$ cat src/hdl/edf_pkg.sv
// Shared types, codes and helpers of the EDF periodic task scheduler.
// No dependencies; the files that use it refer to it by scoped names.
package edf_pkg;

   // Item kinds on the request channel
   localparam logic KIND_LOAD = 1'b0;
   localparam logic KIND_TICK = 1'b1;

   // Event codes on the response channel
   localparam logic [2:0] EV_START   = 3'd0;
   localparam logic [2:0] EV_END     = 3'd1;
   localparam logic [2:0] EV_PREEMPT = 3'd2;
   localparam logic [2:0] EV_MISS    = 3'd3;
   localparam logic [2:0] EV_IDLE    = 3'd4;
   localparam logic [2:0] EV_RAN     = 3'd5;
   localparam logic [2:0] EV_HORIZON = 3'd6;

   // Register indexes on the CSR port
   localparam logic CSR_TASK_COUNT = 1'b0;
   localparam logic CSR_HORIZON    = 1'b1;

   // Per-tick limits: passes of the decision loop and events emitted
   localparam int OUT_MAX  = 8;
   localparam int PASS_MAX = 8;

   typedef struct packed {
      logic        kind;
      logic [3:0]  task_index;
      logic [15:0] burst;
      logic [15:0] period;
   } req_type;

   typedef struct packed {
      logic [2:0]  event_res;
      logic [3:0]  task_res;
      logic [31:0] time_now;
      logic [15:0] units_left;
      logic [31:0] waiting_total;
      logic        last;
   } rsp_type;

   // One write into the response queue
   typedef struct packed {
      logic    en;
      rsp_type data;
   } push_type;

   typedef enum logic [3:0] {
      ST_IDLE,
      ST_DIV,
      ST_LOAD,
      ST_RDRUN,
      ST_GETRUN,
      ST_SCAN,
      ST_DECIDE,
      ST_RELEASE,
      ST_SWITCH,
      ST_START,
      ST_ADVANCE,
      ST_NEXT,
      ST_FINISH
   } state_type;

   // Operation chosen by one pass of the decision loop
   typedef enum logic [2:0] {
      OP_IDLE,
      OP_PICK,
      OP_RUN,
      OP_END,
      OP_REL,
      OP_MISS
   } op_type;

   function automatic rsp_type mk_rsp(logic [2:0] ev, logic [3:0] tsk, logic [31:0] t,
                                      logic [15:0] left, logic [31:0] wt);
      rsp_type r;
      r.event_res     = ev;
      r.task_res      = tsk;
      r.time_now      = t;
      r.units_left    = left;
      r.waiting_total = wt;
      r.last          = 1'b0;
      return r;
   endfunction

endpackage

$ cat src/hdl/edf_ram.sv
// Generic single-port-write, single-port-read RAM with registered read data.
// No dependencies.
module edf_ram #(
   parameter int WIDTH = 64,
   parameter int DEPTH = 16,
   parameter int AW    = 4
) (
   input  logic             clock,
   input  logic             wr_en,
   input  logic [AW-1:0]    wr_addr,
   input  logic [WIDTH-1:0] wr_data,
   input  logic [AW-1:0]    rd_addr,
   output logic [WIDTH-1:0] rd_data
);

   logic [WIDTH-1:0] mem_ff [DEPTH];
   logic [WIDTH-1:0] rd_data_ff;

   always_ff @(posedge clock) begin
      if (wr_en) begin
         mem_ff[wr_addr] <= wr_data;
      end
      rd_data_ff <= mem_ff[rd_addr];
   end

   assign rd_data = rd_data_ff;

endmodule

$ cat src/hdl/edf_mod_unit.sv
// Restoring remainder unit: 32-bit dividend modulo a narrow divisor, one bit a cycle.
// No dependencies; used to seed a task's phase when its entry is loaded.
module edf_mod_unit #(
   parameter int DW = 16
) (
   input  logic          clock,
   input  logic          reset,
   input  logic          start,
   input  logic [31:0]   dividend,
   input  logic [DW-1:0] divisor,
   output logic          done,
   output logic [DW-1:0] remainder
);

   logic          active_ff, active_in;
   logic          done_ff, done_in;
   logic [5:0]    cnt_ff, cnt_in;
   logic [31:0]   dvd_ff, dvd_in;
   logic [DW-1:0] div_ff, div_in;
   logic [DW-1:0] rem_ff, rem_in;
   logic [DW:0]   shifted;

   // One restoring step per cycle
   always_comb begin
      active_in = active_ff;
      done_in   = 1'b0;
      cnt_in    = cnt_ff;
      dvd_in    = dvd_ff;
      div_in    = div_ff;
      rem_in    = rem_ff;
      shifted   = {rem_ff, dvd_ff[31]};
      if (start) begin
         active_in = 1'b1;
         cnt_in    = 6'd32;
         dvd_in    = dividend;
         div_in    = divisor;
         rem_in    = '0;
      end else if (active_ff) begin
         if (shifted >= {1'b0, div_ff}) begin
            rem_in = DW'(shifted - {1'b0, div_ff});
         end else begin
            rem_in = DW'(shifted);
         end
         dvd_in = {dvd_ff[30:0], 1'b0};
         cnt_in = cnt_ff - 6'd1;
         if (cnt_ff == 6'd1) begin
            active_in = 1'b0;
            done_in   = 1'b1;
         end
      end
   end

   always_ff @(posedge clock) begin
      if (reset) begin
         active_ff <= 1'b0;
         done_ff   <= 1'b0;
      end else begin
         active_ff <= active_in;
         done_ff   <= done_in;
      end
   end

   always_ff @(posedge clock) begin
      cnt_ff <= cnt_in;
      dvd_ff <= dvd_in;
      div_ff <= div_in;
      rem_ff <= rem_in;
   end

   assign done      = done_ff;
   assign remainder = rem_ff;

endmodule

$ cat src/hdl/edf_rsp_fifo.sv
// Response queue holding the events of one tick until the consumer takes them.
// Depends on edf_pkg (rsp_type, push_type).
module edf_rsp_fifo #(
   parameter int DEPTH = 8
) (
   input  logic              clock,
   input  logic              reset,
   input  edf_pkg::push_type push,
   input  logic              pop,
   output logic              rsp_valid,
   output edf_pkg::rsp_type  rsp_data,
   output logic              empty
);

   localparam int PW = (DEPTH > 1) ? $clog2(DEPTH) : 1;
   localparam int NW = $clog2(DEPTH + 1);

   edf_pkg::rsp_type slot_ff [DEPTH];
   logic [PW-1:0]    wr_ptr_ff, wr_ptr_in;
   logic [PW-1:0]    rd_ptr_ff, rd_ptr_in;
   logic [NW-1:0]    cnt_ff, cnt_in;
   logic             do_pop;

   assign do_pop = pop && (cnt_ff != '0);

   // Pointer and fill count update
   always_comb begin
      wr_ptr_in = wr_ptr_ff;
      rd_ptr_in = rd_ptr_ff;
      cnt_in    = cnt_ff;
      if (push.en) begin
         wr_ptr_in = (wr_ptr_ff == PW'(DEPTH - 1)) ? '0 : wr_ptr_ff + PW'(1);
      end
      if (do_pop) begin
         rd_ptr_in = (rd_ptr_ff == PW'(DEPTH - 1)) ? '0 : rd_ptr_ff + PW'(1);
      end
      if (push.en && !do_pop) begin
         cnt_in = cnt_ff + NW'(1);
      end else if (!push.en && do_pop) begin
         cnt_in = cnt_ff - NW'(1);
      end
   end

   always_ff @(posedge clock) begin
      if (reset) begin
         wr_ptr_ff <= '0;
         rd_ptr_ff <= '0;
         cnt_ff    <= '0;
      end else begin
         wr_ptr_ff <= wr_ptr_in;
         rd_ptr_ff <= rd_ptr_in;
         cnt_ff    <= cnt_in;
      end
   end

   always_ff @(posedge clock) begin
      if (push.en) begin
         slot_ff[wr_ptr_ff] <= push.data;
      end
   end

   assign rsp_valid = (cnt_ff != '0);
   assign rsp_data  = slot_ff[rd_ptr_ff];
   assign empty     = (cnt_ff == '0);

endmodule

$ cat src/hdl/edf_periodic_task_scheduler.sv
// Top level of the EDF periodic task scheduler: CSRs, sequencer over the task RAM.
// Depends on edf_pkg, edf_ram, edf_mod_unit and edf_rsp_fifo.
//
//   channel | direction | handshake            | payload
//   req     | in        | req_valid/req_ready  | edf_pkg::req_type
//   rsp     | out       | rsp_valid/rsp_ready  | edf_pkg::rsp_type
//   csr     | in/out    | APB psel/penable     | task_count, horizon
//
// A load item computes its phase one remainder bit per cycle, then writes the RAM.
// A tick runs up to 8 passes; each pass reads the running entry and scans the n
// active entries through the single RAM read port, a release adds a read-modify-write
// scan and a rescan, and the closing time step sweeps all MAX_TASKS entries.
// Reset is synchronous; RAM contents need none. A new item is taken only once the
// previous tick's events have all left the response queue.
module edf_periodic_task_scheduler #(
   parameter int MAX_TASKS  = 16,
   parameter int UNIT_WIDTH = 16
) (
   input  logic             clock,
   input  logic             reset,
   input  logic             req_valid,
   output logic             req_ready,
   input  edf_pkg::req_type req_data,
   output logic             rsp_valid,
   input  logic             rsp_ready,
   output edf_pkg::rsp_type rsp_data,
   input  logic             csr_psel,
   input  logic             csr_penable,
   input  logic             csr_pwrite,
   input  logic [2:0]       csr_paddr,
   input  logic [31:0]      csr_pwdata,
   output logic [31:0]      csr_prdata,
   output logic             csr_pready
);

   localparam int IW = (MAX_TASKS > 1) ? $clog2(MAX_TASKS) : 1;
   localparam int CW = $clog2(MAX_TASKS + 1);
   localparam int UW = UNIT_WIDTH;
   localparam int WW = 4 * UW;
   localparam logic [UW-1:0] UMAX = {UW{1'b1}};

   // Control state
   edf_pkg::state_type state_ff, state_in;
   logic [4:0]      tcount_ff, tcount_in;
   logic [31:0]     horizon_ff, horizon_in;
   logic [31:0]     clock_ff, clock_in;
   logic [31:0]     wait_ff, wait_in;
   logic            run_v_ff, run_v_in;
   logic [IW-1:0]   run_ff, run_in;
   logic [MAX_TASKS-1:0] valid_ff, valid_in;
   logic [3:0]      pass_ff, pass_in;
   logic [3:0]      ecnt_ff, ecnt_in;
   logic            released_ff, released_in;
   logic            post_ff, post_in;
   logic            post5_ff, post5_in;
   logic            dec_ff, dec_in;
   logic            pend_v_ff, pend_v_in;
   logic            dv_ff, dv_in;
   logic [CW-1:0]   idx_ff, idx_in;

   // Payload registers
   edf_pkg::rsp_type pend_ff, pend_in;
   logic [IW-1:0]   rd_idx_ff;
   logic [IW-1:0]   ld_idx_ff, ld_idx_in;
   logic [UW-1:0]   ld_burst_ff, ld_burst_in;
   logic [UW-1:0]   ld_period_ff, ld_period_in;
   logic [UW-1:0]   rn_units_ff, rn_units_in;
   logic [UW-1:0]   rn_dl_ff, rn_dl_in;
   logic            rn_bnd_ff, rn_bnd_in;
   logic            fnd_ff, fnd_in, fnd5_ff, fnd5_in;
   logic [IW-1:0]   ovd_ff, ovd_in;
   logic [UW-1:0]   ovd_units_ff, ovd_units_in;
   logic            nzany_ff, nzany_in;
   logic [CW-1:0]   wcnt_ff, wcnt_in;
   logic [IW-1:0]   c0_ff, c0_in;
   logic [UW-1:0]   dlc0_ff, dlc0_in;
   logic            minf_ff, minf_in;
   logic [UW-1:0]   minv_ff, minv_in;
   logic [IW-1:0]   fmin_ff, fmin_in;
   logic            uf_ff, uf_in, mf_ff, mf_in, nf_ff, nf_in;
   logic [IW-1:0]   ui_ff, ui_in, mi_ff, mi_in, ni_ff, ni_in;
   logic [UW-1:0]   nu_ff, nu_in;

   // RAM and helper unit wiring
   logic            wr_en;
   logic [IW-1:0]   wr_addr, rd_addr;
   logic [WW-1:0]   wr_data, rd_data;
   logic            mod_start, mod_done;
   logic [UW-1:0]   mod_div, mod_rem;
   edf_pkg::push_type push;
   logic            fifo_empty;

   // Decoded RAM word
   logic [UW-1:0]   w_burst, w_period, w_units, w_phase, w_peff, w_dl;
   logic [UW-1:0]   adv_phase, rel_units, adv_units;
   logic [UW:0]     rel_sum;
   logic            w_bnd;

   logic [CW-1:0]   n_tasks, limit;
   logic            scan_st, issue, scan_done;
   logic            req_acc, csr_wr, idx_ok, end_first;
   edf_pkg::op_type op;
   logic [IW-1:0]   pick_c, tgt;
   logic            sw;
   logic [32:0]     wsum;
   logic [31:0]     wait_new;
   logic [UW-1:0]   req_period;

   edf_ram #(.WIDTH(WW), .DEPTH(MAX_TASKS), .AW(IW)) u_ram (
      .clock   (clock),
      .wr_en   (wr_en),
      .wr_addr (wr_addr),
      .wr_data (wr_data),
      .rd_addr (rd_addr),
      .rd_data (rd_data)
   );

   edf_mod_unit #(.DW(UW)) u_mod (
      .clock     (clock),
      .reset     (reset),
      .start     (mod_start),
      .dividend  (clock_ff),
      .divisor   (mod_div),
      .done      (mod_done),
      .remainder (mod_rem)
   );

   edf_rsp_fifo #(.DEPTH(edf_pkg::OUT_MAX)) u_fifo (
      .clock     (clock),
      .reset     (reset),
      .push      (push),
      .pop       (rsp_ready),
      .rsp_valid (rsp_valid),
      .rsp_data  (rsp_data),
      .empty     (fifo_empty)
   );

   // Handshakes and CSR port
   assign req_ready  = (state_ff == edf_pkg::ST_IDLE) && fifo_empty;
   assign req_acc    = req_valid && req_ready;
   assign csr_wr     = csr_psel && csr_penable && csr_pwrite && csr_pready;
   assign csr_pready = 1'b1;
   assign csr_prdata = (csr_paddr[2] == edf_pkg::CSR_HORIZON) ? horizon_ff
                                                              : {27'd0, tcount_ff};

   always_comb begin
      tcount_in  = tcount_ff;
      horizon_in = horizon_ff;
      if (csr_wr) begin
         if (csr_paddr[2] == edf_pkg::CSR_TASK_COUNT) begin
            tcount_in = csr_pwdata[4:0];
         end else begin
            horizon_in = csr_pwdata;
         end
      end
   end

   // Active entry count, clamped to the table size
   assign n_tasks = (32'(tcount_ff) > 32'(MAX_TASKS)) ? CW'(MAX_TASKS) : CW'(tcount_ff);
   assign idx_ok  = 32'(req_data.task_index) < 32'(MAX_TASKS);
   assign req_period = UW'(req_data.period);
   assign mod_div    = (req_period == '0) ? UW'(1) : req_period;

   // Scan engine: one read issued per cycle, data in the next cycle
   assign scan_st = (state_ff == edf_pkg::ST_SCAN) || (state_ff == edf_pkg::ST_RELEASE) ||
                    (state_ff == edf_pkg::ST_ADVANCE);
   assign limit     = (state_ff == edf_pkg::ST_ADVANCE) ? CW'(MAX_TASKS) : n_tasks;
   assign issue     = scan_st && (idx_ff < limit);
   assign scan_done = scan_st && !issue && !dv_ff;
   assign rd_addr   = (state_ff == edf_pkg::ST_RDRUN) ? run_ff : idx_ff[IW-1:0];

   // RAM word fields: burst, period, units remaining, phase (time mod period)
   assign w_burst  = rd_data[4*UW-1:3*UW];
   assign w_period = rd_data[3*UW-1:2*UW];
   assign w_units  = valid_ff[rd_idx_ff] ? rd_data[2*UW-1:UW] : '0;
   assign w_phase  = rd_data[UW-1:0];
   assign w_peff   = (w_period == '0) ? UW'(1) : w_period;
   assign w_bnd    = (w_phase == '0);
   assign w_dl     = w_peff - w_phase;
   assign adv_phase = (w_phase == w_peff - UW'(1)) ? '0 : w_phase + UW'(1);
   assign rel_sum   = {1'b0, w_units} + {1'b0, w_burst};
   assign rel_units = w_bnd ? (rel_sum[UW] ? UMAX : rel_sum[UW-1:0]) : w_units;
   assign adv_units = (dec_ff && run_v_ff && rd_idx_ff == run_ff) ? w_units - UW'(1)
                                                                  : w_units;

   // Operation of the current pass
   assign end_first = run_v_ff && rn_bnd_ff && (rn_units_ff == '0);
   always_comb begin
      if (!released_ff && fnd_ff) begin
         op = fnd5_ff ? edf_pkg::OP_MISS : edf_pkg::OP_REL;
      end else begin
         if (!run_v_ff) begin
            op = edf_pkg::OP_PICK;
         end else if (rn_units_ff != '0) begin
            op = edf_pkg::OP_RUN;
         end else begin
            op = edf_pkg::OP_END;
         end
         if (!nzany_ff) begin
            op = run_v_ff ? edf_pkg::OP_END : edf_pkg::OP_IDLE;
         end
      end
   end

   assign pick_c   = (dlc0_ff == minv_ff) ? c0_ff : fmin_ff;
   assign wsum     = {1'b0, wait_ff} + 33'(wcnt_ff);
   assign wait_new = wsum[32] ? 32'hFFFF_FFFF : wsum[31:0];

   // Preemption target after a release, with the tie-breaks on remaining units
   always_comb begin
      tgt = run_ff;
      sw  = 1'b0;
      if (post5_ff) begin
         if (uf_ff) begin
            tgt = ui_ff;
            sw  = 1'b1;
         end
      end else if (mf_ff) begin
         tgt = mi_ff;
         sw  = 1'b1;
      end else if (uf_ff) begin
         tgt = ui_ff;
         sw  = 1'b1;
      end else if (nf_ff) begin
         tgt = ni_ff;
         sw  = (nu_ff != '0);
      end
   end

   // Next state
   always_comb begin
      state_in = state_ff;
      case (state_ff)
         edf_pkg::ST_IDLE: begin
            if (req_acc) begin
               if (req_data.kind == edf_pkg::KIND_LOAD) begin
                  state_in = idx_ok ? edf_pkg::ST_DIV : edf_pkg::ST_IDLE;
               end else if (clock_ff < horizon_ff) begin
                  state_in = edf_pkg::ST_RDRUN;
               end
            end
         end
         edf_pkg::ST_DIV:    if (mod_done) state_in = edf_pkg::ST_LOAD;
         edf_pkg::ST_LOAD:   state_in = edf_pkg::ST_IDLE;
         edf_pkg::ST_RDRUN:  state_in = edf_pkg::ST_GETRUN;
         edf_pkg::ST_GETRUN: state_in = edf_pkg::ST_SCAN;
         edf_pkg::ST_SCAN: begin
            if (scan_done) state_in = post_ff ? edf_pkg::ST_SWITCH : edf_pkg::ST_DECIDE;
         end
         edf_pkg::ST_DECIDE: begin
            case (op)
               edf_pkg::OP_IDLE: state_in = edf_pkg::ST_ADVANCE;
               edf_pkg::OP_RUN:  state_in = edf_pkg::ST_ADVANCE;
               edf_pkg::OP_PICK: state_in = edf_pkg::ST_NEXT;
               edf_pkg::OP_END:  state_in = edf_pkg::ST_NEXT;
               edf_pkg::OP_REL:  state_in = end_first ? edf_pkg::ST_NEXT
                                                      : edf_pkg::ST_RELEASE;
               default:          state_in = edf_pkg::ST_RELEASE;
            endcase
         end
         edf_pkg::ST_RELEASE: begin
            if (scan_done) state_in = run_v_ff ? edf_pkg::ST_RDRUN : edf_pkg::ST_NEXT;
         end
         edf_pkg::ST_SWITCH:  state_in = sw ? edf_pkg::ST_START : edf_pkg::ST_NEXT;
         edf_pkg::ST_START:   state_in = edf_pkg::ST_NEXT;
         edf_pkg::ST_ADVANCE: if (scan_done) state_in = edf_pkg::ST_FINISH;
         edf_pkg::ST_NEXT: begin
            if ((pass_ff + 4'd1 < 4'(edf_pkg::PASS_MAX)) &&
                (ecnt_ff < 4'(edf_pkg::OUT_MAX))) begin
               state_in = edf_pkg::ST_RDRUN;
            end else begin
               state_in = edf_pkg::ST_FINISH;
            end
         end
         edf_pkg::ST_FINISH: state_in = edf_pkg::ST_IDLE;
         default:            state_in = edf_pkg::ST_IDLE;
      endcase
   end

   // Datapath and event emission
   always_comb begin
      logic             em_en;
      edf_pkg::rsp_type em_data;
      em_en        = 1'b0;
      em_data      = edf_pkg::mk_rsp(edf_pkg::EV_IDLE, 4'd0, clock_ff, 16'd0, wait_ff);
      push.en      = 1'b0;
      push.data    = pend_ff;
      clock_in     = clock_ff;
      wait_in      = wait_ff;
      run_v_in     = run_v_ff;
      run_in       = run_ff;
      valid_in     = valid_ff;
      pass_in      = pass_ff;
      ecnt_in      = ecnt_ff;
      released_in  = released_ff;
      post_in      = post_ff;
      post5_in     = post5_ff;
      dec_in       = dec_ff;
      pend_v_in    = pend_v_ff;
      pend_in      = pend_ff;
      dv_in        = issue;
      idx_in       = issue ? idx_ff + CW'(1) : idx_ff;
      ld_idx_in    = ld_idx_ff;
      ld_burst_in  = ld_burst_ff;
      ld_period_in = ld_period_ff;
      rn_units_in  = rn_units_ff;
      rn_dl_in     = rn_dl_ff;
      rn_bnd_in    = rn_bnd_ff;
      fnd_in = fnd_ff;  fnd5_in = fnd5_ff;  ovd_in = ovd_ff;  ovd_units_in = ovd_units_ff;
      nzany_in = nzany_ff;  wcnt_in = wcnt_ff;  c0_in = c0_ff;  dlc0_in = dlc0_ff;
      minf_in = minf_ff;  minv_in = minv_ff;  fmin_in = fmin_ff;
      uf_in = uf_ff;  ui_in = ui_ff;  mf_in = mf_ff;  mi_in = mi_ff;
      nf_in = nf_ff;  ni_in = ni_ff;  nu_in = nu_ff;
      mod_start = 1'b0;
      wr_en     = 1'b0;
      wr_addr   = rd_idx_ff;
      wr_data   = {w_burst, w_period, rel_units, w_phase};

      case (state_ff)
         edf_pkg::ST_IDLE: begin
            if (req_acc) begin
               if (req_data.kind == edf_pkg::KIND_LOAD) begin
                  mod_start    = idx_ok;
                  ld_idx_in    = IW'(req_data.task_index);
                  ld_burst_in  = UW'(req_data.burst);
                  ld_period_in = req_period;
               end else if (clock_ff >= horizon_ff) begin
                  push.en        = 1'b1;
                  push.data      = edf_pkg::mk_rsp(edf_pkg::EV_HORIZON, 4'd0, clock_ff,
                                                   16'd0, wait_ff);
                  push.data.last = 1'b1;
               end else begin
                  pass_in     = '0;
                  ecnt_in     = '0;
                  released_in = 1'b0;
                  post_in     = 1'b0;
                  pend_v_in   = 1'b0;
               end
            end
         end
         edf_pkg::ST_LOAD: begin
            wr_en    = 1'b1;
            wr_addr  = ld_idx_ff;
            wr_data  = {ld_burst_ff, ld_period_ff, {UW{1'b0}}, mod_rem};
            valid_in[ld_idx_ff] = 1'b1;
         end
         edf_pkg::ST_GETRUN: begin
            // running entry, then a fresh scan
            rn_units_in = w_units;
            rn_dl_in    = w_dl;
            rn_bnd_in   = w_bnd;
            idx_in      = '0;
            fnd_in = 1'b0;  fnd5_in = 1'b0;  nzany_in = 1'b0;  wcnt_in = '0;
            minf_in = 1'b0;  uf_in = 1'b0;  mf_in = 1'b0;  nf_in = 1'b0;
         end
         edf_pkg::ST_SCAN: begin
            if (dv_ff && !post_ff) begin
               // first release or overdue entry, pending count and earliest deadline
               if (!fnd_ff) begin
                  if (w_units == '0 && w_bnd) begin
                     fnd_in = 1'b1;
                  end else if (clock_ff != '0 && w_units != '0 && w_units < w_burst &&
                               w_bnd) begin
                     fnd_in       = 1'b1;
                     fnd5_in      = 1'b1;
                     ovd_in       = rd_idx_ff;
                     ovd_units_in = w_units;
                  end
               end
               if (w_units != '0) begin
                  nzany_in = 1'b1;
                  c0_in    = rd_idx_ff;
                  dlc0_in  = w_dl;
                  if (!run_v_ff || rd_idx_ff != run_ff) wcnt_in = wcnt_ff + CW'(1);
                  if (!minf_ff || w_dl < minv_ff) begin
                     minf_in = 1'b1;
                     minv_in = w_dl;
                     fmin_in = rd_idx_ff;
                  end
               end
            end else if (dv_ff) begin
               // candidates against the running task after a release
               if (w_units != '0 && w_dl < rn_dl_ff) begin
                  uf_in = 1'b1;
                  ui_in = rd_idx_ff;
               end
               if (rd_idx_ff < run_ff && rn_units_ff < w_units && w_dl == rn_dl_ff) begin
                  mf_in = 1'b1;
                  mi_in = rd_idx_ff;
               end
               if (w_dl == rn_dl_ff && rn_units_ff > w_units && (!nf_ff || nu_ff > w_units))
               begin
                  nf_in = 1'b1;
                  ni_in = rd_idx_ff;
                  nu_in = w_units;
               end
            end
         end
         edf_pkg::ST_DECIDE: begin
            idx_in = '0;
            case (op)
               edf_pkg::OP_IDLE: begin
                  em_en    = 1'b1;
                  clock_in = clock_ff + 32'd1;
                  dec_in   = 1'b0;
               end
               edf_pkg::OP_PICK: begin
                  em_en    = 1'b1;
                  em_data  = edf_pkg::mk_rsp(edf_pkg::EV_START, 4'(pick_c), clock_ff,
                                             16'd0, wait_ff);
                  run_v_in = 1'b1;
                  run_in   = pick_c;
               end
               edf_pkg::OP_RUN: begin
                  em_en    = 1'b1;
                  em_data  = edf_pkg::mk_rsp(edf_pkg::EV_RAN, 4'(run_ff), clock_ff,
                                             16'd0, wait_new);
                  wait_in  = wait_new;
                  clock_in = clock_ff + 32'd1;
                  dec_in   = 1'b1;
               end
               edf_pkg::OP_END: begin
                  em_en    = 1'b1;
                  em_data  = edf_pkg::mk_rsp(edf_pkg::EV_END, 4'(run_ff), clock_ff,
                                             16'd0, wait_ff);
                  run_v_in = 1'b0;
               end
               edf_pkg::OP_REL: begin
                  if (end_first) begin
                     em_en    = 1'b1;
                     em_data  = edf_pkg::mk_rsp(edf_pkg::EV_END, 4'(run_ff), clock_ff,
                                                16'd0, wait_ff);
                     run_v_in = 1'b0;
                  end else begin
                     released_in = 1'b1;
                     post5_in    = 1'b0;
                  end
               end
               default: begin
                  em_en       = 1'b1;
                  em_data     = edf_pkg::mk_rsp(edf_pkg::EV_MISS, 4'(ovd_ff), clock_ff,
                                                16'(ovd_units_ff), wait_ff);
                  released_in = 1'b1;
                  post5_in    = 1'b1;
               end
            endcase
         end
         edf_pkg::ST_RELEASE: begin
            wr_en   = dv_ff;
            post_in = run_v_ff;
         end
         edf_pkg::ST_SWITCH: begin
            post_in = 1'b0;
            if (sw) begin
               em_en   = 1'b1;
               em_data = edf_pkg::mk_rsp(edf_pkg::EV_PREEMPT, 4'(run_ff), clock_ff,
                                         16'd0, wait_ff);
               run_in  = tgt;
            end
         end
         edf_pkg::ST_START: begin
            em_en   = 1'b1;
            em_data = edf_pkg::mk_rsp(edf_pkg::EV_START, 4'(run_ff), clock_ff,
                                      16'd0, wait_ff);
         end
         edf_pkg::ST_ADVANCE: begin
            wr_en   = dv_ff;
            wr_data = {w_burst, w_period, adv_units, adv_phase};
         end
         edf_pkg::ST_NEXT: begin
            pass_in = pass_ff + 4'd1;
         end
         edf_pkg::ST_FINISH: begin
            push.en        = pend_v_ff;
            push.data      = pend_ff;
            push.data.last = 1'b1;
            pend_v_in      = 1'b0;
         end
         default: begin
         end
      endcase

      // The newest event waits in the pending slot until it is known whether it is last
      if (em_en && ecnt_ff < 4'(edf_pkg::OUT_MAX)) begin
         push.en   = pend_v_ff;
         push.data = pend_ff;
         pend_in   = em_data;
         pend_v_in = 1'b1;
         ecnt_in   = ecnt_ff + 4'd1;
      end
   end

   always_ff @(posedge clock) begin
      if (reset) begin
         state_ff    <= edf_pkg::ST_IDLE;
         tcount_ff   <= 5'd1;
         horizon_ff  <= 32'hFFFF_FFFF;
         clock_ff    <= '0;
         wait_ff     <= '0;
         run_v_ff    <= 1'b0;
         valid_ff    <= '0;
         pass_ff     <= '0;
         ecnt_ff     <= '0;
         released_ff <= 1'b0;
         post_ff     <= 1'b0;
         post5_ff    <= 1'b0;
         dec_ff      <= 1'b0;
         pend_v_ff   <= 1'b0;
         dv_ff       <= 1'b0;
         idx_ff      <= '0;
      end else begin
         state_ff    <= state_in;
         tcount_ff   <= tcount_in;
         horizon_ff  <= horizon_in;
         clock_ff    <= clock_in;
         wait_ff     <= wait_in;
         run_v_ff    <= run_v_in;
         valid_ff    <= valid_in;
         pass_ff     <= pass_in;
         ecnt_ff     <= ecnt_in;
         released_ff <= released_in;
         post_ff     <= post_in;
         post5_ff    <= post5_in;
         dec_ff      <= dec_in;
         pend_v_ff   <= pend_v_in;
         dv_ff       <= dv_in;
         idx_ff      <= idx_in;
      end
   end

   always_ff @(posedge clock) begin
      run_ff       <= run_in;
      pend_ff      <= pend_in;
      rd_idx_ff    <= rd_addr;
      ld_idx_ff    <= ld_idx_in;
      ld_burst_ff  <= ld_burst_in;
      ld_period_ff <= ld_period_in;
      rn_units_ff  <= rn_units_in;
      rn_dl_ff     <= rn_dl_in;
      rn_bnd_ff    <= rn_bnd_in;
      fnd_ff       <= fnd_in;
      fnd5_ff      <= fnd5_in;
      ovd_ff       <= ovd_in;
      ovd_units_ff <= ovd_units_in;
      nzany_ff     <= nzany_in;
      wcnt_ff      <= wcnt_in;
      c0_ff        <= c0_in;
      dlc0_ff      <= dlc0_in;
      minf_ff      <= minf_in;
      minv_ff      <= minv_in;
      fmin_ff      <= fmin_in;
      uf_ff        <= uf_in;
      ui_ff        <= ui_in;
      mf_ff        <= mf_in;
      mi_ff        <= mi_in;
      nf_ff        <= nf_in;
      ni_ff        <= ni_in;
      nu_ff        <= nu_in;
   end

endmodule

$ cat config.mk
export PLATFORM = sky130hd
export DESIGN_NAME = edf_periodic_task_scheduler
export DESIGN_NICKNAME = d
export VERILOG_FILES = /design/src/hdl/edf_pkg.sv /design/src/hdl/edf_ram.sv /design/src/hdl/edf_mod_unit.sv /design/src/hdl/edf_rsp_fifo.sv /design/src/hdl/edf_periodic_task_scheduler.sv
export SDC_FILE = /design/constraint.sdc
export NUM_CORES = 2
export LEC_CHECK = 0
export BUFFER_PORTS_ARGS = -buffer_cell sky130_fd_sc_hd__buf_2
export CAP_MARGIN = 5
export CELL_PAD_IN_SITES_DETAIL_PLACEMENT = 0
export CELL_PAD_IN_SITES_GLOBAL_PLACEMENT = 1
export CORE_UTILIZATION = 53
export CTS_CLUSTER_DIAMETER = 60
export CTS_CLUSTER_SIZE = 14
export DETAILED_ROUTE_END_ITERATION = 10
export PLACE_DENSITY = 0.74
export SYNTH_ARGS = -nofsm -noshare
export SYNTH_HDL_FRONTEND = slang
export SYNTH_HIERARCHICAL = 1
export SYNTH_SLANG_ARGS = --single-unit
$ cat constraint.sdc
create_clock -name clock -period 13.1 [get_ports clock]
set_input_delay 1.965 -clock clock [delete_from_list [all_inputs] [get_ports clock]]
set_output_delay 1.965 -clock clock [all_outputs]
set_load 0.02 [all_outputs]
* After elaboration in Yosys (flattened, before gate mapping)
Memory sizes are Yosys's and may differ from the RTL's. A register that Yosys moved wholly into a read port is not among the register bits.
Cells that the tools add are included.
** Word-level totals
- Memories kept :: 2
- Bits of input ports :: 79
- Bits in registers :: 488
- Bits in writable memories :: 1728
** Cells by class
- Reductions and logical operators :: 103
- Add/subtract/negate cells :: 17
- Muxes and demuxes :: 138
- Order comparisons :: 17
- Equality and inequality tests :: 56
- Bitwise gates (word level) :: 8
** Memory list
- u_ram.mem_ff :: depth 16, width 64, read ports 1, clocked after memory_dff 1, wr ports 1, RTL line edf_ram.sv:16 : logic [WIDTH-1:0] mem_ff [DEPTH];
- u_fifo.slot_ff :: depth 8, width 88, read ports 1, clocked after memory_dff 1, wr ports 1, RTL line edf_rsp_fifo.sv:18 : edf_pkg::rsp_type slot_ff [DEPTH];
** Operators with widths (number)
- 88-bit one-hot mux with 5 select lines :: 1
- 89-bit 2-to-1 mux :: 4
- 88-bit one-hot mux with 3 select lines :: 1
- 89-bit one-hot mux with 2 select lines :: 1
- 88-bit 2-to-1 mux :: 2
- 32-bit 2-to-1 mux :: 4
- 64-bit one-hot mux with 2 select lines :: 1
- 16-bit 2-to-1 mux :: 7
- 4-bit 2-to-1 mux :: 28
- 16-bit logical NOT :: 5
- 16-bit < comparator :: 4
- 1-bit 2-to-1 mux :: 52
- 4-bit AND reduction :: 13
- 16-bit equality test :: 3
- 16-bit nonzero test :: 3
- 4-bit one-hot mux with 11 select lines :: 1
- 32-bit by 5-bit adder with 33-bit output :: 1
- 32-bit by 1-bit adder with 32-bit output (second input constant) :: 1
- 32-bit greater-or-equal comparator :: 1
- 16-bit greater-than comparator :: 2
- 32-bit < comparator :: 1
- 32-bit nonzero test :: 1
- 16-bit by 1-bit subtractor with 16-bit output (second input constant) :: 2
- 16-bit subtractor :: 2
- other kinds (56) :: 198

* Longest topological paths before layout
- Word-level depth :: 14
- Depth in mapped cells :: 23

* Modules after synthesis
The synthesis kept the hierarchy.
** Modules (own cells, without submodules)
- edf_ram :: instances 1, area each 39583.0 um2, sequential area each 32030.7 um2, cells an instance 1647
- edf_rsp_fifo :: instances 1, area each 27055.9 um2, sequential area each 21400.5 um2, cells an instance 1092
- edf_periodic_task_scheduler :: instances 1, area each 23382.4 um2, sequential area each 10710.3 um2, cells an instance 2364
- edf_mod_unit :: instances 1, area each 3813.7 um2, sequential area each 1921.8 um2, cells an instance 343

* Least setup slack after synthesis
OpenSTA, ideal clock, no wires.
- Kind :: input -> register
- Start point :: input port req_valid
- End point :: memory u_fifo/slot_ff[0][0] in the netlist's numbering (enable)
- Stages on the path :: 7
- Slack :: 3411 ps
- Required time :: 12457 ps
- Arrival :: 9046 ps
- Cells stage by stage :: nand2_1 nor3b_1 clkbuf_1 clkbuf_1 a21o_1 nand2b_1 nor3_1
** RTL lines
- from (decl) :: RTL line edf_periodic_task_scheduler.sv:21 : input logic req_valid,
- to (decl) :: RTL line edf_rsp_fifo.sv:18

* Worst setup path in the final report
- Start point :: register u_ram.rd_data_ff[36] (netlist: u_ram/rd_data[36]), read port of u_ram.mem_ff
- End point :: register nu_ff[1] (enable)
** On the way
- Word-level cells in the longest chain between the ends :: 7
** RTL lines
- from (decl) :: RTL line edf_ram.sv:17 : logic [WIDTH-1:0] rd_data_ff;
- 16-bit logical NOT :: RTL line edf_periodic_task_scheduler.sv:177 : assign w_peff = (w_period == '0) ? UW'(1) : w_period;
- 16-bit 2-to-1 mux * :: RTL line edf_periodic_task_scheduler.sv:177
- 16-bit subtractor * :: RTL line edf_periodic_task_scheduler.sv:179 : assign w_dl = w_peff - w_phase;
- via w_dl[13] :: RTL line edf_periodic_task_scheduler.sv:94 : logic [UW-1:0] w_burst, w_period, w_units, w_phase, w_peff, w_dl;
- 16-bit equality test * :: RTL line edf_periodic_task_scheduler.sv:391 : if (w_dl == rn_dl_ff && rn_units_ff > w_units && (!nf_ff || nu_ff > w_units))
- 1-bit logical AND * (2 in series) :: RTL line edf_periodic_task_scheduler.sv:391
- 4-bit AND reduction (no source line) *
- to (signal assigned) :: RTL line edf_periodic_task_scheduler.sv:558 : nu_ff <= nu_in;
- to (decl) :: RTL line edf_periodic_task_scheduler.sv:82 : logic [UW-1:0] nu_ff, nu_in;
Mark *: on every way through the listed nets, which the timed path passes. The rest lies on a longest branch.
A chain may end at the register's enable or synchronous reset.

==> reports/results.env <==
POSTSYNTH.ASYNCRESETSHARE=0
PWR_DENSITY_CELL_nW_PER_UM2=174
DRT_FIRST_ITER_VIOLATIONS=4641
SUMMED_NEGATIVE_SETUP_SLACK_OVER_ALL_ENDPOINTS_PS=0
CLOCK_PERIOD_MINUS_WORST_SLACK_PS=6890
SYNTH_TOP_AREA_FRAC=0.652
RELATIVE_AREA_CHANGE_FROM_SYNTHESIS_TO_FINAL_LAYOUT_PCT=10.1
CRIT_PATH_END_KIND='flip-flop'
ROUTABILITYCONGESTION=0.877
FRACTION_OF_FINAL_LAYOUT_CELLS_WITH_DRIVE_STRENGTH_GREATER_THAN_1=0.217
SYNTH_EDF_COUNT=2036
SWITCHING_SHARE=0.279
FF2FF_SETUP_SLACK_PS=6210
MOSTFREQUENTLAYOUTCELLS='sky130_fd_sc_hd__edfxtp_1, sky130_fd_sc_hd__mux4_2, sky130_fd_sc_hd__nand2_1'
GRT_ANTENNA_BEFORE_REPAIR=9
MAX_SLEW_MARGIN=0.130
TRITONCTS_CLOCK_TREE='done'
SEQ_AREA_FRAC_SYNTH=0.704
HTREE_NUM_LEVELS=4
FINALMAXSLEWVIOLATIONS=0
TOP_CELLS_BY_AREA_SYNTH='sky130_fd_sc_hd__edfxtp_1, sky130_fd_sc_hd__mux4_2, sky130_fd_sc_hd__dfxtp_1'
PLACEMENT.CELL_AREA_UM2=97600
FINAL.PERIOD_UTILIZATION=0.526
SYNTHESIS.NETS=5726
YOSYS.AREA_SHARE.XOR_XNOR=0.0106
GRT_PASS1_VIAS=49700
ANT_NETS=0
CLOCKBUFFERDEPTH=3
DR.PASS1.ITERS=5
PWR-SHARE-COMB=0.199
DOMINANT_COMBINATIONAL_CELL_FAMILY_BY_AREA_AFTER_SYNTHESIS='multiplexers'
SYNTHESIS.INSTANCES=5446
PORT_BUFFERS=198
GRT_USE_TOTAL=0.242
GLOBALROUTEOVERFLOWTOTAL=0
YS.WARNINGS.COUNT=6
SYNTH-COMPOUND-AREA-SHARE=0.0510
WORSTREG2REGSTART='u_ram/rd_data[36]'
RR_WORST_DEPTH=22
ENDPOINT='nu_ff[1]'
DP.FINAL_HPWL_MM=125
SYNTH_AREA_IN_ADDERS=0.0272
TOTAL_LEAKAGE_POWER_uW=0.0339
DETAIL_ROUTE.VIAS_PER_CELL=6.10
CTSROOTBUFFERMASTER='sky130_fd_sc_hd__clkbuf_16'
POST_SYNTH_NUM_CELL_TYPES=85
YOSYS-MUX-AREA-FRACTION=0.133
POST-CTS-SETUP-BUFFERS=0
FINALHOLDVIOLCOUNT=0
SYNTH_SIMPLE_GATE_AREA_SHARE=0.0522
DRV.MAX_CAP_VIOLATION_COUNT=0
CLOCK_PIN_TRANSITION_ON_THE_WORST_SETUP_AND_HOLD_TIMING_PATHS_PS=60
CTS.HOLD.BUFFERS_ADDED=0
START_UTIL=0.533
STD_CELL_ROWS=154
CHIPWIDTH_UM=423
HOLDWS_PS=471
WORSTSKEWPAIRLATENCY_PS=840
DESIGN.FINAL.NETS=5962
CRITICAL_PATH.STARTPOINT_TYPE='flip-flop'
MAX_FREQ_GHz=0.145
LAYOUT.CELLS.MOST_COMMON='sky130_fd_sc_hd__edfxtp_1'
REPORT.POWER.TOTAL_uW=18000
PLACE.DETAILED.INSTANCES=7828
SYNTH.FF_LATCH_COUNT=2282
TOTAL_CTS_BUFFERS=190
WL_MM=216
TIMING.RR.END='nu_ff[1]'
YOSYS_MOST_USED_DFF='sky130_fd_sc_hd__edfxtp_1'
COREAREA_UM2=176000
YOSYSTOPAREACELL='sky130_fd_sc_hd__edfxtp_1'
DIE_H_UM=423
POWER_FRAC_SEQ=0.503
SYN_AVG_CELL_AREA_UM2=17.2
NUM_VIAS=50000
STDCELL_AREA_UM2=103000
DRC=0
IR_DROP_mV=0.155
RSZ0062_AT_GRT='false'
CP.REQUIRED_PS=13620
CLOCK-SINKS=2282
FINISH.CELL_COUNT_WITHOUT_FILLERS=8188
RESULT_OF_THE_RUN='finished, final reports clean'
WORSTMARGINPINSLEW_PS=1300
SYNTH_AREA_UM2=93800
GRT_MAX_DEGREE=101
P_INT_uW=12900
TIMING.CRITICAL_PATH.FANOUT_MAX=16
GRT_PASS1_WL_MM=323
POST_CTS_RESIZE_COUNT=0
NUM_IO_PINS=202
CRITICAL_PATH_CLASS='flip-flop to flip-flop'
WORST_CLOCK_SKEW_PS=27.3
WIRE_PER_INST_UM=26.4
SETUP-VIOLATIONS-FINAL=0
P_CLK_FRAC=0.298
MIN_PATH_TYPE='flip-flop to flip-flop'
CP.ARRIVAL_PS=7410
TOTAL_DIE_AREA_UM2=179000
POWER.SWITCHING_uW=5020
CRIT_PATH_START='u_ram/rd_data[36]'
[layer usage]
metal / GRT usage / up-vias / wire length [µm]
met1: 0.343 / 26100 / 93200
met2: 0.398 / 1514 / 106000
met4: 0.0659 / 2 / 5010
met3: 0.0319 / 283 / 12300
li1: - / 22000 / -
met5: 0 / - / 12
[cells by family after synthesis]
group	after synthesis
and+or+nand+nor	988
AOI/OAI and AO/OA	717
other	1
muxes	675
adders and majority gates	201
xor gates and xnor gates	114
DFF	2282
buffers and inverters	468
[sequential cells by signal (all words and copies together), names as in the netlist, 6 cells and up, named ones only]
register,flops
u_ram/mem_ff,1024
u_fifo/slot_ff,704
pend_ff,87
u_ram/rd_data,64
clock_ff,32
horizon_ff,32
u_mod/dvd_ff,32
wait_ff,32
dlc0_ff,16
ld_burst_ff,16
ld_period_ff,16
minv_ff,16
nu_ff,16
ovd_units_ff,16
rn_dl_ff,16
rn_units_ff,16
u_mod/div_ff,16
u_mod/remainder,16
valid_ff,16
u_mod/cnt_ff,6
[cell usage after synthesis, types with 9 or more instances]
cell type	number
sky130_fd_sc_hd__a211oi_1	12
sky130_fd_sc_hd__a21o_1	32
sky130_fd_sc_hd__a21oi_1	167
sky130_fd_sc_hd__a221o_1	17
sky130_fd_sc_hd__a22oi_1	140
sky130_fd_sc_hd__a31oi_1	26
sky130_fd_sc_hd__and2_1	80
sky130_fd_sc_hd__and3_1	32
sky130_fd_sc_hd__and4_1	9
sky130_fd_sc_hd__buf_1	41
sky130_fd_sc_hd__buf_2	28
sky130_fd_sc_hd__buf_4	9
sky130_fd_sc_hd__buf_6	30
sky130_fd_sc_hd__clkbuf_1	163
sky130_fd_sc_hd__dfxtp_1	246
sky130_fd_sc_hd__edfxtp_1	2036
sky130_fd_sc_hd__ha_1	196
sky130_fd_sc_hd__inv_1	195
sky130_fd_sc_hd__mux2_2	215
sky130_fd_sc_hd__mux2i_1	24
sky130_fd_sc_hd__mux4_2	436
sky130_fd_sc_hd__nand2_1	285
sky130_fd_sc_hd__nand2b_1	23
sky130_fd_sc_hd__nand3_1	68
sky130_fd_sc_hd__nand4_1	42
sky130_fd_sc_hd__nor2_1	210
sky130_fd_sc_hd__nor2b_1	47
sky130_fd_sc_hd__nor3_1	64
sky130_fd_sc_hd__nor3b_1	20
sky130_fd_sc_hd__nor4_1	37
sky130_fd_sc_hd__o211ai_1	53
sky130_fd_sc_hd__o21a_1	22
sky130_fd_sc_hd__o21ai_0	119
sky130_fd_sc_hd__o21ai_1	13
sky130_fd_sc_hd__o21bai_1	11
sky130_fd_sc_hd__or2_2	11
sky130_fd_sc_hd__or3_1	24
sky130_fd_sc_hd__or4_1	10
sky130_fd_sc_hd__xnor2_1	73
sky130_fd_sc_hd__xor2_1	41
[worst min-delay path by stage]
| stage | startpoint | to | slack [ps] | depth (start not counted) |
|---|---|---|---|---|
| after floorplan | valid_ff[2] | valid_ff[2] | 430 | 2 |
| after global placement | valid_ff[12] | valid_ff[12] | 440 | 2 |
| final | valid_ff[12] | valid_ff[12] | 470 | 2 |
| after detailed placement | valid_ff[8] | valid_ff[8] | 450 | 2 |
| after global routing | valid_ff[1] | valid_ff[1] | 500 | 2 |
| after CTS | valid_ff[12] | valid_ff[12] | 470 | 2 |
[final cells by class]
type	instances	area (µm²)
clock buffers	323	5360
inverters	197	742
multi-input cells	2696	26000
flip-flops and latches	2282	66100
clock inverters	32	349
fillers	13200	72600
diodes	3	7.51
repair buffers	315	1890
well taps	2340	2930
[worst max-delay path, cell delays in order (launching register included)]
cell and delay [ps]:
sky130_fd_sc_hd__dfxtp_1 640, sky130_fd_sc_hd__or4_1 390, sky130_fd_sc_hd__nor3_1 150, sky130_fd_sc_hd__a31oi_1 310
sky130_fd_sc_hd__ha_1 230, sky130_fd_sc_hd__nor2b_1 60, sky130_fd_sc_hd__o31a_1 260, sky130_fd_sc_hd__o41ai_1 370
sky130_fd_sc_hd__o21ai_0 250, sky130_fd_sc_hd__o41ai_1 600, sky130_fd_sc_hd__o21bai_1 120, sky130_fd_sc_hd__a21oi_1 190
sky130_fd_sc_hd__xnor2_1 210, sky130_fd_sc_hd__ha_1 370, sky130_fd_sc_hd__nand2_1 90, sky130_fd_sc_hd__or2_2 310
sky130_fd_sc_hd__inv_1 50, sky130_fd_sc_hd__nand4_1 130, sky130_fd_sc_hd__or3_1 550, sky130_fd_sc_hd__nor3_1 230
sky130_fd_sc_hd__o311ai_0 240, sky130_fd_sc_hd__nor2_1 450, sky130_fd_sc_hd__buf_4 340
[per-stage QoR]
step | util | worst slack [ps]
4_1_cts | 0.587 | 6230
2_1_floorplan | - | 3410
5_1_grt | 0.588 | 5770
3_5_place_dp | 0.555 | 6260
6_report | 0.588 | 6210
3_3_place_gp | 0.555 | 6260
[power by group through the flow]
stage | logic (µW) | registers (µW) | clock network [µW]
2_1_floorplan | 2620 | 9030 | 0
3_3_place_gp | 3500 | 9190 | 0
3_5_place_dp | 3570 | 9200 | 0
4_1_cts | 3580 | 9040 | 5460
5_1_grt | 3900 | 9080 | 5720
6_report | 3580 | 9040 | 5350
(Power assumes the default switching activity.)
